[config.mk]
export PLATFORM = sky130hd
export DESIGN_NAME = bitmap_hscroll_blit_sequencer_top_flat
export DESIGN_NICKNAME = d
export VERILOG_FILES = /design/src/rtl/hsb_pkg.sv /design/src/rtl/hsb_if.sv /design/src/rtl/hsb_front.sv /design/src/rtl/hsb_queue.sv /design/src/rtl/hsb_back.sv /design/src/rtl/bitmap_hscroll_blit_sequencer_top.sv /design/src/flat_wrapper.sv
export SDC_FILE = /design/constraint.sdc
export NUM_CORES = 1
export LEC_CHECK = 0
export ABC_AREA = 1
export BUFFER_PORTS_ARGS = -buffer_cell sky130_fd_sc_hd__buf_2
export CAP_MARGIN = 40
export CORE_MARGIN = 8
export CORE_UTILIZATION = 55
export DETAILED_ROUTE_END_ITERATION = 10
export PLACE_DENSITY_LB_ADDON = 0.3
export SLEW_MARGIN = 15
export SYNTH_ARGS = -nofsm -noshare
export SYNTH_HDL_FRONTEND = slang
export SYNTH_SLANG_ARGS = --single-unit
[constraint.sdc]
create_clock -name clk_i -period 5 [get_ports clk_i]
set_input_delay 1 -clock clk_i [delete_from_list [all_inputs] [get_ports clk_i]]
set_output_delay 1 -clock clk_i [all_outputs]
set_load 0.05 [all_outputs]
[src/rtl/hsb_pkg.sv]
// types, codes and helpers shared by the horizontal scroll blit sequencer
package hsb_pkg;

  localparam int unsigned CfgAddrW = 3;
  localparam int unsigned CfgDataW = 32;
  localparam logic [CfgAddrW-3:0] RegScrollLines = '0;
  localparam logic [7:0] ScrollLinesRst = 8'd212;
  localparam logic [3:0] FramesPerStep = 4'd8;
  localparam logic [7:0] EdgeX = 8'd248;
  localparam logic [8:0] BandWidth = 9'd248;
  localparam logic [7:0] ColumnX = 8'd8;
  localparam logic [8:0] ColumnWidth = 9'd8;
  localparam logic [8:0] FullWidth = 9'd256;

  typedef enum logic [1:0] {
    KIND_IDLE    = 2'd0,
    KIND_DISPLAY = 2'd1,
    KIND_COPY    = 2'd2
  } kind_e;

  typedef enum logic [1:0] {
    OP_IDLE   = 2'd0,
    OP_ROTATE = 2'd1,
    OP_TICK   = 2'd2
  } op_e;

  // one classified request, handed from the front to the back
  typedef struct packed {
    op_e        op;
    logic [7:0] x;
    logic       page;
    logic [3:0] fine_adjust;
    logic [7:0] y;
    logic       has_band;
    logic       has_edge;
    logic       dir_neg;
  } job_t;

  typedef struct packed {
    kind_e       kind;
    logic [3:0]  fine_adjust;
    logic        shown_page;
    logic [7:0]  src_x;
    logic [8:0]  src_y;
    logic [8:0]  copy_width;
    logic [7:0]  copy_height;
    logic [7:0]  dst_x;
    logic [8:0]  dst_y;
    logic        last;
  } res_t;

  // band height is the scroll height divided by eight, rounded up
  function automatic logic [5:0] band_height(input logic [7:0] lines);
    logic [8:0] sum;
    sum = {1'b0, lines} + 9'd7;
    return sum[8:3];
  endfunction

endpackage

[src/rtl/hsb_if.sv]
// request and result channel interfaces
interface hsb_req_if;
  logic       valid;
  logic       ready;
  logic       mode;
  logic [7:0] position;

  modport source (output valid, mode, position, input ready);
  modport sink (input valid, mode, position, output ready);
endinterface

interface hsb_res_if;
  logic              valid;
  logic              ready;
  logic [1:0]        kind;
  logic signed [3:0] fine_adjust;
  logic              shown_page;
  logic [7:0]        src_x;
  logic [8:0]        src_y;
  logic [8:0]        copy_width;
  logic [7:0]        copy_height;
  logic [7:0]        dst_x;
  logic [8:0]        dst_y;
  logic              last;

  modport source (output valid, kind, fine_adjust, shown_page, src_x, src_y, copy_width,
                  copy_height, dst_x, dst_y, last, input ready);
  modport sink (input valid, kind, fine_adjust, shown_page, src_x, src_y, copy_width,
                copy_height, dst_x, dst_y, last, output ready);
endinterface

[src/rtl/hsb_front.sv]
// front end: accepts requests, keeps the scroll state and classifies each request into a job
module hsb_front (
  input  logic          clk_i,
  input  logic          rst_ni,
  input  logic          req_valid_i,
  input  logic          req_mode_i,
  input  logic [7:0]    req_position_i,
  output logic          req_ready_o,
  input  logic [7:0]    scroll_lines_i,
  output logic          job_valid_o,
  output hsb_pkg::job_t job_o,
  input  logic          job_ready_i
);
  import hsb_pkg::*;

  logic [7:0] cur_pos_q, cur_pos_d;
  logic [4:0] coarse_q, coarse_d;
  logic [2:0] fine_q, fine_d;
  logic [4:0] dir_q, dir_d;
  logic [3:0] frames_q, frames_d;
  logic       page_q, page_d;

  logic       accept;
  logic [4:0] next_coarse;
  logic [4:0] step;
  logic       pos_chg, coarse_chg, rotate;
  logic [3:0] frames_dec;
  logic       active;
  logic [5:0] band;
  logic [8:0] prod;

  assign req_ready_o = job_ready_i;
  assign job_valid_o = req_valid_i;
  assign accept      = req_valid_i && job_ready_i;

  assign next_coarse = req_position_i[7:3];
  // 5-bit difference is the step already wrapped to -16..15
  assign step        = next_coarse - coarse_q;
  assign pos_chg     = req_position_i != cur_pos_q;
  assign coarse_chg  = next_coarse != coarse_q;
  assign rotate      = pos_chg && coarse_chg && (step != dir_q);

  assign frames_dec  = frames_q - 4'd1;
  assign active      = frames_q != 4'd0;
  assign band        = band_height(scroll_lines_i);
  assign prod        = {6'b0, frames_dec[2:0]} * {3'b0, band};

  always_comb begin
    job_o = '0;
    if (req_mode_i == 1'b0) begin
      job_o.op   = rotate ? OP_ROTATE : OP_IDLE;
      job_o.x    = {step, 3'b000};
      job_o.page = page_q;
    end else begin
      job_o.op          = OP_TICK;
      job_o.page        = coarse_q[0];
      job_o.fine_adjust = 4'(5'd16 - {2'b00, fine_q});
      job_o.y           = prod[7:0];
      job_o.has_band    = active && (dir_q != 5'd0);
      job_o.has_edge    = active && (dir_q != 5'd0) && (frames_dec == 4'd0);
      job_o.dir_neg     = dir_q[4];
    end
  end

  always_comb begin
    cur_pos_d = cur_pos_q;
    coarse_d  = coarse_q;
    fine_d    = fine_q;
    dir_d     = dir_q;
    frames_d  = frames_q;
    page_d    = page_q;
    if (accept) begin
      if (req_mode_i == 1'b0) begin
        if (pos_chg) begin
          if (coarse_chg) begin
            dir_d    = step;
            frames_d = FramesPerStep;
          end
          fine_d    = req_position_i[2:0];
          coarse_d  = next_coarse;
          cur_pos_d = req_position_i;
        end
      end else begin
        page_d = coarse_q[0];
        if (active) begin
          frames_d = frames_dec;
        end
      end
    end
  end

  always_ff @(posedge clk_i or negedge rst_ni) begin
    if (!rst_ni) begin
      cur_pos_q <= '0;
      coarse_q  <= '0;
      fine_q    <= '0;
      dir_q     <= '0;
      frames_q  <= '0;
      page_q    <= 1'b0;
    end else begin
      cur_pos_q <= cur_pos_d;
      coarse_q  <= coarse_d;
      fine_q    <= fine_d;
      dir_q     <= dir_d;
      frames_q  <= frames_d;
      page_q    <= page_d;
    end
  end

endmodule

[src/rtl/hsb_queue.sv]
// small job queue between the front and the back
module hsb_queue #(
  parameter int unsigned Depth = 2
) (
  input  logic          clk_i,
  input  logic          rst_ni,
  input  logic          push_valid_i,
  input  hsb_pkg::job_t push_data_i,
  output logic          push_ready_o,
  output logic          pop_valid_o,
  output hsb_pkg::job_t pop_data_o,
  input  logic          pop_ready_i
);
  import hsb_pkg::*;

  localparam int unsigned AddrW = (Depth > 1) ? $clog2(Depth) : 1;
  localparam int unsigned CntW  = $clog2(Depth + 1);
  localparam logic [AddrW-1:0] LastIdx = AddrW'(Depth - 1);
  localparam logic [CntW-1:0]  Full    = CntW'(Depth);

  job_t             mem_q [Depth];
  logic [AddrW-1:0] wr_ptr_q, wr_ptr_d;
  logic [AddrW-1:0] rd_ptr_q, rd_ptr_d;
  logic [CntW-1:0]  count_q, count_d;
  logic             push, pop;

  assign push_ready_o = count_q != Full;
  assign pop_valid_o  = count_q != '0;
  assign pop_data_o   = mem_q[rd_ptr_q];
  assign push         = push_valid_i && push_ready_o;
  assign pop          = pop_valid_o && pop_ready_i;

  always_comb begin
    wr_ptr_d = wr_ptr_q;
    rd_ptr_d = rd_ptr_q;
    count_d  = count_q;
    if (push) begin
      wr_ptr_d = (wr_ptr_q == LastIdx) ? '0 : wr_ptr_q + 1'b1;
    end
    if (pop) begin
      rd_ptr_d = (rd_ptr_q == LastIdx) ? '0 : rd_ptr_q + 1'b1;
    end
    if (push && !pop) begin
      count_d = count_q + 1'b1;
    end else if (pop && !push) begin
      count_d = count_q - 1'b1;
    end
  end

  always_ff @(posedge clk_i or negedge rst_ni) begin
    if (!rst_ni) begin
      wr_ptr_q <= '0;
      rd_ptr_q <= '0;
      count_q  <= '0;
    end else begin
      wr_ptr_q <= wr_ptr_d;
      rd_ptr_q <= rd_ptr_d;
      count_q  <= count_d;
    end
  end

  always_ff @(posedge clk_i) begin
    if (push) begin
      mem_q[wr_ptr_q] <= push_data_i;
    end
  end

endmodule

[src/rtl/hsb_back.sv]
// back end: jobs become results in the output register, one a cycle unless stalled
module hsb_back (
  input  logic          clk_i,
  input  logic          rst_ni,
  input  logic          job_valid_i,
  input  hsb_pkg::job_t job_i,
  output logic          job_ready_o,
  input  logic [7:0]    scroll_lines_i,
  output logic          res_valid_o,
  output hsb_pkg::res_t res_o,
  input  logic          res_ready_i
);
  import hsb_pkg::*;

  logic [1:0] step_q, step_d;
  logic       res_valid_q, res_valid_d;
  res_t       res_q;
  res_t       r;
  logic       load;
  logic [5:0] band;
  logic [7:0] x;
  logic       sp, dp;

  assign band = band_height(scroll_lines_i);

  always_comb begin
    r  = '0;
    r.kind = KIND_IDLE;
    // second half of a rotation works on the other page with the mirrored cut
    x  = step_q[1] ? 8'(8'd0 - job_i.x) : job_i.x;
    sp = job_i.page ^ step_q[1];
    dp = ~sp;
    unique case (job_i.op)
      OP_ROTATE: begin
        r.kind        = KIND_COPY;
        r.src_y       = {sp, 8'h00};
        r.dst_y       = {dp, 8'h00};
        r.copy_height = scroll_lines_i;
        if (step_q[0] == 1'b0) begin
          r.src_x      = x;
          r.copy_width = FullWidth - {1'b0, x};
          r.dst_x      = 8'h00;
        end else begin
          r.src_x      = 8'h00;
          r.copy_width = {1'b0, x};
          r.dst_x      = 8'(8'd0 - x);
        end
        r.last = step_q == 2'd3;
      end
      OP_TICK: begin
        if (step_q == 2'd0) begin
          r.kind        = KIND_DISPLAY;
          r.fine_adjust = job_i.fine_adjust;
          r.shown_page  = job_i.page;
          r.last        = !job_i.has_band;
        end else if (step_q == 2'd1) begin
          // band copy that shifts one strip of the hidden page
          r.kind        = KIND_COPY;
          r.src_x       = job_i.dir_neg ? 8'h00 : ColumnX;
          r.dst_x       = job_i.dir_neg ? ColumnX : 8'h00;
          r.copy_width  = BandWidth;
          r.copy_height = {2'b00, band};
          r.src_y       = {job_i.page, 8'h00} + {1'b0, job_i.y};
          r.dst_y       = {~job_i.page, 8'h00} + {1'b0, job_i.y};
          r.last        = !job_i.has_edge;
        end else begin
          // edge column on the final frame of the countdown
          r.kind        = KIND_COPY;
          r.src_x       = job_i.dir_neg ? EdgeX : 8'h00;
          r.dst_x       = job_i.dir_neg ? 8'h00 : EdgeX;
          r.copy_width  = ColumnWidth;
          r.copy_height = scroll_lines_i;
          r.src_y       = {job_i.page, 8'h00};
          r.dst_y       = {~job_i.page, 8'h00};
          r.last        = 1'b1;
        end
      end
      default: begin
        r.last = 1'b1;
      end
    endcase
  end

  assign load        = job_valid_i && (!res_valid_q || res_ready_i);
  assign job_ready_o = load && r.last;

  always_comb begin
    step_d      = step_q;
    res_valid_d = res_valid_q;
    if (load) begin
      step_d      = r.last ? 2'd0 : step_q + 2'd1;
      res_valid_d = 1'b1;
    end else if (res_ready_i) begin
      res_valid_d = 1'b0;
    end
  end

  always_ff @(posedge clk_i or negedge rst_ni) begin
    if (!rst_ni) begin
      step_q      <= '0;
      res_valid_q <= 1'b0;
    end else begin
      step_q      <= step_d;
      res_valid_q <= res_valid_d;
    end
  end

  always_ff @(posedge clk_i) begin
    if (load) begin
      res_q <= r;
    end
  end

  assign res_valid_o = res_valid_q;
  assign res_o       = res_q;

endmodule

[src/rtl/bitmap_hscroll_blit_sequencer_top.sv]
// top level of the horizontal scroll blit sequencer with its register port
// the first result of a request goes through the job queue, then the output register
// the back end's output register gives one result a cycle unless the receiver stalls;
//   a request gives 1 result (idle), 1 to 3 (frame tick) or 4 (page rotation)
// requests keep being taken while the job queue has room
// reset clears the scroll state and output valid, scroll_lines returns to 212
module bitmap_hscroll_blit_sequencer_top #(
  parameter int unsigned QueueDepth = 2
) (
  input  logic                          clk_i,
  input  logic                          rst_ni,
  hsb_req_if.sink                       req_i,
  hsb_res_if.source                     res_o,
  input  logic                          psel,
  input  logic                          penable,
  input  logic                          pwrite,
  input  logic [hsb_pkg::CfgAddrW-1:0]  paddr,
  input  logic [hsb_pkg::CfgDataW-1:0]  pwdata,
  output logic [hsb_pkg::CfgDataW-1:0]  prdata,
  output logic                          pready
);
  import hsb_pkg::*;

  logic [7:0] scroll_lines_q;
  logic       reg_hit;
  logic       fe_valid, fe_ready;
  job_t       fe_job;
  logic       be_valid, be_ready;
  job_t       be_job;
  res_t       res;

  assign pready  = 1'b1;
  assign reg_hit = paddr[CfgAddrW-1:2] == RegScrollLines;
  assign prdata  = reg_hit ? {{(CfgDataW-8){1'b0}}, scroll_lines_q} : '0;

  always_ff @(posedge clk_i or negedge rst_ni) begin
    if (!rst_ni) begin
      scroll_lines_q <= ScrollLinesRst;
    end else if (psel && penable && pwrite && reg_hit) begin
      scroll_lines_q <= pwdata[7:0];
    end
  end

  hsb_front u_front (
    .clk_i          (clk_i),
    .rst_ni         (rst_ni),
    .req_valid_i    (req_i.valid),
    .req_mode_i     (req_i.mode),
    .req_position_i (req_i.position),
    .req_ready_o    (req_i.ready),
    .scroll_lines_i (scroll_lines_q),
    .job_valid_o    (fe_valid),
    .job_o          (fe_job),
    .job_ready_i    (fe_ready)
  );

  hsb_queue #(
    .Depth (QueueDepth)
  ) u_queue (
    .clk_i        (clk_i),
    .rst_ni       (rst_ni),
    .push_valid_i (fe_valid),
    .push_data_i  (fe_job),
    .push_ready_o (fe_ready),
    .pop_valid_o  (be_valid),
    .pop_data_o   (be_job),
    .pop_ready_i  (be_ready)
  );

  hsb_back u_back (
    .clk_i          (clk_i),
    .rst_ni         (rst_ni),
    .job_valid_i    (be_valid),
    .job_i          (be_job),
    .job_ready_o    (be_ready),
    .scroll_lines_i (scroll_lines_q),
    .res_valid_o    (res_o.valid),
    .res_o          (res),
    .res_ready_i    (res_o.ready)
  );

  assign res_o.kind        = res.kind;
  assign res_o.fine_adjust = res.fine_adjust;
  assign res_o.shown_page  = res.shown_page;
  assign res_o.src_x       = res.src_x;
  assign res_o.src_y       = res.src_y;
  assign res_o.copy_width  = res.copy_width;
  assign res_o.copy_height = res.copy_height;
  assign res_o.dst_x       = res.dst_x;
  assign res_o.dst_y       = res.dst_y;
  assign res_o.last        = res.last;

endmodule

[src/flat_wrapper.sv]
// flat-port wrapper written by rule: the top's interface ports become plain ports
module bitmap_hscroll_blit_sequencer_top_flat import hsb_pkg::*;
#(
  parameter int unsigned QueueDepth = 2
)
  (clk_i, rst_ni, psel, penable, pwrite, paddr, pwdata, prdata, pready, req_i_valid, req_i_mode, req_i_position, req_i_ready, res_o_valid, res_o_kind, res_o_fine_adjust, res_o_shown_page, res_o_src_x, res_o_src_y, res_o_copy_width, res_o_copy_height, res_o_dst_x, res_o_dst_y, res_o_last, res_o_ready);
  hsb_req_if req_i_i ();
  hsb_res_if res_o_i ();
  input  logic clk_i;
  input  logic rst_ni;
  input  logic psel;
  input  logic penable;
  input  logic pwrite;
  input  logic [hsb_pkg::CfgAddrW-1:0] paddr;
  input  logic [hsb_pkg::CfgDataW-1:0] pwdata;
  output logic [hsb_pkg::CfgDataW-1:0] prdata;
  output logic pready;
  input wire logic [$bits(req_i_i.valid)-1:0] req_i_valid;
  input wire logic [$bits(req_i_i.mode)-1:0] req_i_mode;
  input wire logic [$bits(req_i_i.position)-1:0] req_i_position;
  output wire logic [$bits(req_i_i.ready)-1:0] req_i_ready;
  output wire logic [$bits(res_o_i.valid)-1:0] res_o_valid;
  output wire logic [$bits(res_o_i.kind)-1:0] res_o_kind;
  output wire logic [$bits(res_o_i.fine_adjust)-1:0] res_o_fine_adjust;
  output wire logic [$bits(res_o_i.shown_page)-1:0] res_o_shown_page;
  output wire logic [$bits(res_o_i.src_x)-1:0] res_o_src_x;
  output wire logic [$bits(res_o_i.src_y)-1:0] res_o_src_y;
  output wire logic [$bits(res_o_i.copy_width)-1:0] res_o_copy_width;
  output wire logic [$bits(res_o_i.copy_height)-1:0] res_o_copy_height;
  output wire logic [$bits(res_o_i.dst_x)-1:0] res_o_dst_x;
  output wire logic [$bits(res_o_i.dst_y)-1:0] res_o_dst_y;
  output wire logic [$bits(res_o_i.last)-1:0] res_o_last;
  input wire logic [$bits(res_o_i.ready)-1:0] res_o_ready;
  assign req_i_i.valid = req_i_valid;
  assign req_i_i.mode = req_i_mode;
  assign req_i_i.position = req_i_position;
  assign req_i_ready = req_i_i.ready;
  assign res_o_valid = res_o_i.valid;
  assign res_o_kind = res_o_i.kind;
  assign res_o_fine_adjust = res_o_i.fine_adjust;
  assign res_o_shown_page = res_o_i.shown_page;
  assign res_o_src_x = res_o_i.src_x;
  assign res_o_src_y = res_o_i.src_y;
  assign res_o_copy_width = res_o_i.copy_width;
  assign res_o_copy_height = res_o_i.copy_height;
  assign res_o_dst_x = res_o_i.dst_x;
  assign res_o_dst_y = res_o_i.dst_y;
  assign res_o_last = res_o_i.last;
  assign res_o_i.ready = res_o_ready;
  bitmap_hscroll_blit_sequencer_top #(.QueueDepth(QueueDepth)) u_core (.clk_i(clk_i), .rst_ni(rst_ni), .req_i(req_i_i), .res_o(res_o_i), .psel(psel), .penable(penable), .pwrite(pwrite), .paddr(paddr), .pwdata(pwdata), .prdata(prdata), .pready(pready));
endmodule
==> results.md <==
- H-tree levels: 4
- CP required: 5160 ps
- Mean Syn Cell Area: 9.75 um^2
- Core area: 0.0114 mm^2
- Detailed-route wire length per cell: 14.7 um
- First-pass GRT wire length: 21600 um
- Post-DP HPWL: 9470 um
- Most common cell after layout, fill and taps aside: nand2_1
- Clk Latency, worst-skew pair: 420 ps
- I/O pins: 145
- CTS sink cnt: 121
- Most frequent CP cell: nand2_1
- RSZ-0062 raised after global routing: no
- Seq cells post-synth: 121
- Remaining global-route overflow: 0
- Site Rows: 39
- Clock skew: 8.93 ps
- Drt initial violations: 367
- Die height: 123 um
- Initial Util: 55.9%
- Setup TNS: 0 ps
- Final ANT Viol Nets: 0
- Cell family with most CP delay: adder cells
- Area Growth Syn to Fin: 15.4%
- I/O Buffers: 84
- Final cycle utilization of the critical path: 69.7%
- Max Slew Vio Count: 0
- Die Area: 0.0152 mm^2
- Antenna Cells: 0
- Post-synth top flop: edfxtp_1
- Setup-failing EPs final: 0
- Yosys warnings: 0
- Slowest CP cell: fa_1
- Total track usage: 18.1%
- Commonest cells after routing, fill and taps aside: nand2_1 (129), edfxtp_1 (88), inv_1 (84), buf_2 (84), nor2_1 (50)
- Final nets: 818
- Status: finished clean
- CTS tree: done
- Synth cell types: 40
- Vias: 4612
- GP Congestion: 0.881
- Max_slew headroom: 54.4%
- Largest net degree at the start of global routing: 45
- Layout cells sized above 1: 20.2%
- Post-synthesis sequential area ratio: 54.7%
- Via/cell ratio: 5.17
- Arr. time, crit path: 3650 ps
- Num CTS Buffers: 17
- Mapped Area: 0.00635 mm^2
- Placed inst area: 0.00672 mm^2
- Worst-Margin Slew: 684 ps
- Clock-pin slew on the worst setup and hold paths: 60 ps
- Final min period: 3490 ps
- 1st-pass router iterations: 5
- Fmax: 287 MHz
- Finished Cell Area: 0.00733 mm^2
- Clock buffer depth: 2
- Slowest stage delay, CP: 560 ps
- Total Routed Length: 13100 um
- Worst-path fanout max: 4
- Crit end category: register
- Setup Buffers After CTS: 0
- Final hold vios: 0
- Crit Path Category: register to register
- Vias in the first global route: 4692
- Die width: 123 um
- Max Cap Viol: 0
- Root Buffer: clkbuf_16
- Cts repair resizes: 0
- Ys async rst share: 27.3%
- DRC: 0
- Initial antenna violation count: 0
- Hold-fix buffers, CTS: 0
- HP Class: primary input to async pin
- WP buf/inv: 1
- Final cell utilization of the core: 64.5%
- Number of synthesized flops with an enable pin: 88
- Worst Hold Slack: 462 ps
- Syn Inst Count: 652
- Startpoint Class: register
- Cell Chain, Critical Path: nor2_1 > nand2_1 > nand2_1 > nor2_4 > xor2_1 > nand2_1 > fa_1 > inv_1 > ha_1 > a21oi_1 > nand2_1 > a21oi_1 > o21ba_2 > nand3_1 > nand2_1 > nor2_1
[path summary, 6_finish.rpt]
| kind | startpoint | endpoint | slack [ps] | depth (start not counted) |
|---|---|---|---|---|
| worst max register to register | u_core.scroll_lines_q[2]$_DFFE_PN1P_ | u_core.u_queue.mem_q[0][10]$_DFFE_PP_ | 1510 | 16 |
| worst min-delay path | rst_ni | u_core.scroll_lines_q[5]$_DFFE_PN0P_ | 460 | 1 |
| worst max-delay path | u_core.scroll_lines_q[2]$_DFFE_PN1P_ | u_core.u_queue.mem_q[0][10]$_DFFE_PP_ | 1510 | 16 |
| min in group clk_i | u_core.u_front.dir_q[1]$_DFFE_PN0P_ | u_core.u_front.dir_q[1]$_DFFE_PN0P_ | 510 | 2 |
| max in group asynchronous | rst_ni | u_core.u_queue.rd_ptr_q$_DFFE_PN0P_ | 4100 | 2 |
| worst min register to register | u_core.u_front.dir_q[1]$_DFFE_PN0P_ | u_core.u_front.dir_q[1]$_DFFE_PN0P_ | 510 | 2 |
[Yosys cell counts, types with 8 or more instances]
| cell | n | area, um^2 |
|---|---|---|
| a21oi_1 | 46 | 230 |
| buf_4 | 46 | 345 |
| clkbuf_1 | 8 | 30.0 |
| dfrtp_1 | 29 | 726 |
| edfxtp_1 | 88 | 2640 |
| ha_1 | 25 | 313 |
| inv_1 | 84 | 315 |
| nand2_1 | 129 | 484 |
| nand3_1 | 26 | 130 |
| nor2_1 | 52 | 195 |
| o21ai_0 | 38 | 190 |
| xor2_1 | 10 | 87.6 |
[worst register-to-register path: cells and delay by family (launching register included)]
family,cells,cell delay [ps]
buf+inv,1,40
compound gates,3,470
flops,1,550
fa+ha+maj,2,890
xor+xnor,1,400
simple gates,9,870
[per-layer routing]
| layer | vias to the layer above | GRT usage [%] | part of all wire [%] |
|---|---|---|---|
| li1 | 2242 | - | - |
| met1 | 2167 | 22.0 | 43 |
| met2 | 186 | 30.1 | 48 |
| met3 | 17 | 5.43 | 8.5 |
| met4 | 0 | 6.02 | 1.2 |
| met5 | - | 0 | 0 |
[kinds of logic after synthesis]
logic type                 after synthesis  share of synthesized area [%]
adders and majority gates               31                           6.81
xor gates and xnor gates                16                           2.21
buffers and inverters                  144                           11.3
DFF                                    121                           54.7
and+or+nand+nor                        233                           15.9
AOI/OAI and AO/OA                      105                           9.06
other                                    2                          0.118
[area by class of cell]
cell class / instances / area, um^2
clock buffers: 18 / 439
clock inverters: 14 / 148
fillers: 921 / 4040
inverters: 88 / 330
multi-input cells: 419 / 2290
flip-flops and latches: 121 / 3470
well taps: 143 / 179
repair buffers: 89 / 470
[state kept, by name (all words and copies together), names as in the netlist, 2 cells and up]
register / cells
u_core.scroll_lines_q: 8
u_core.u_front.dir_q: 5
u_core.u_queue.count_q: 2
u_core.u_back.step_q: 2
u_core.u_front.cur_pos_q: 8
u_core.u_back.res_o: 42
u_core.u_queue.mem_q: 46
u_core.u_front.frames_q: 4
[metrics by stage]
stage | std cells | setup WS (ps)
after CTS | 891 | 1530
after detailed placement | 859 | 1560
after floorplan | 684 | 1990
after global routing | 892 | 1160
final | 892 | 1510
after global placement | 859 | 1600
Power is not shown: default switching activity piles up to over one toggle a cycle in this logic, so the estimate is an artifact.
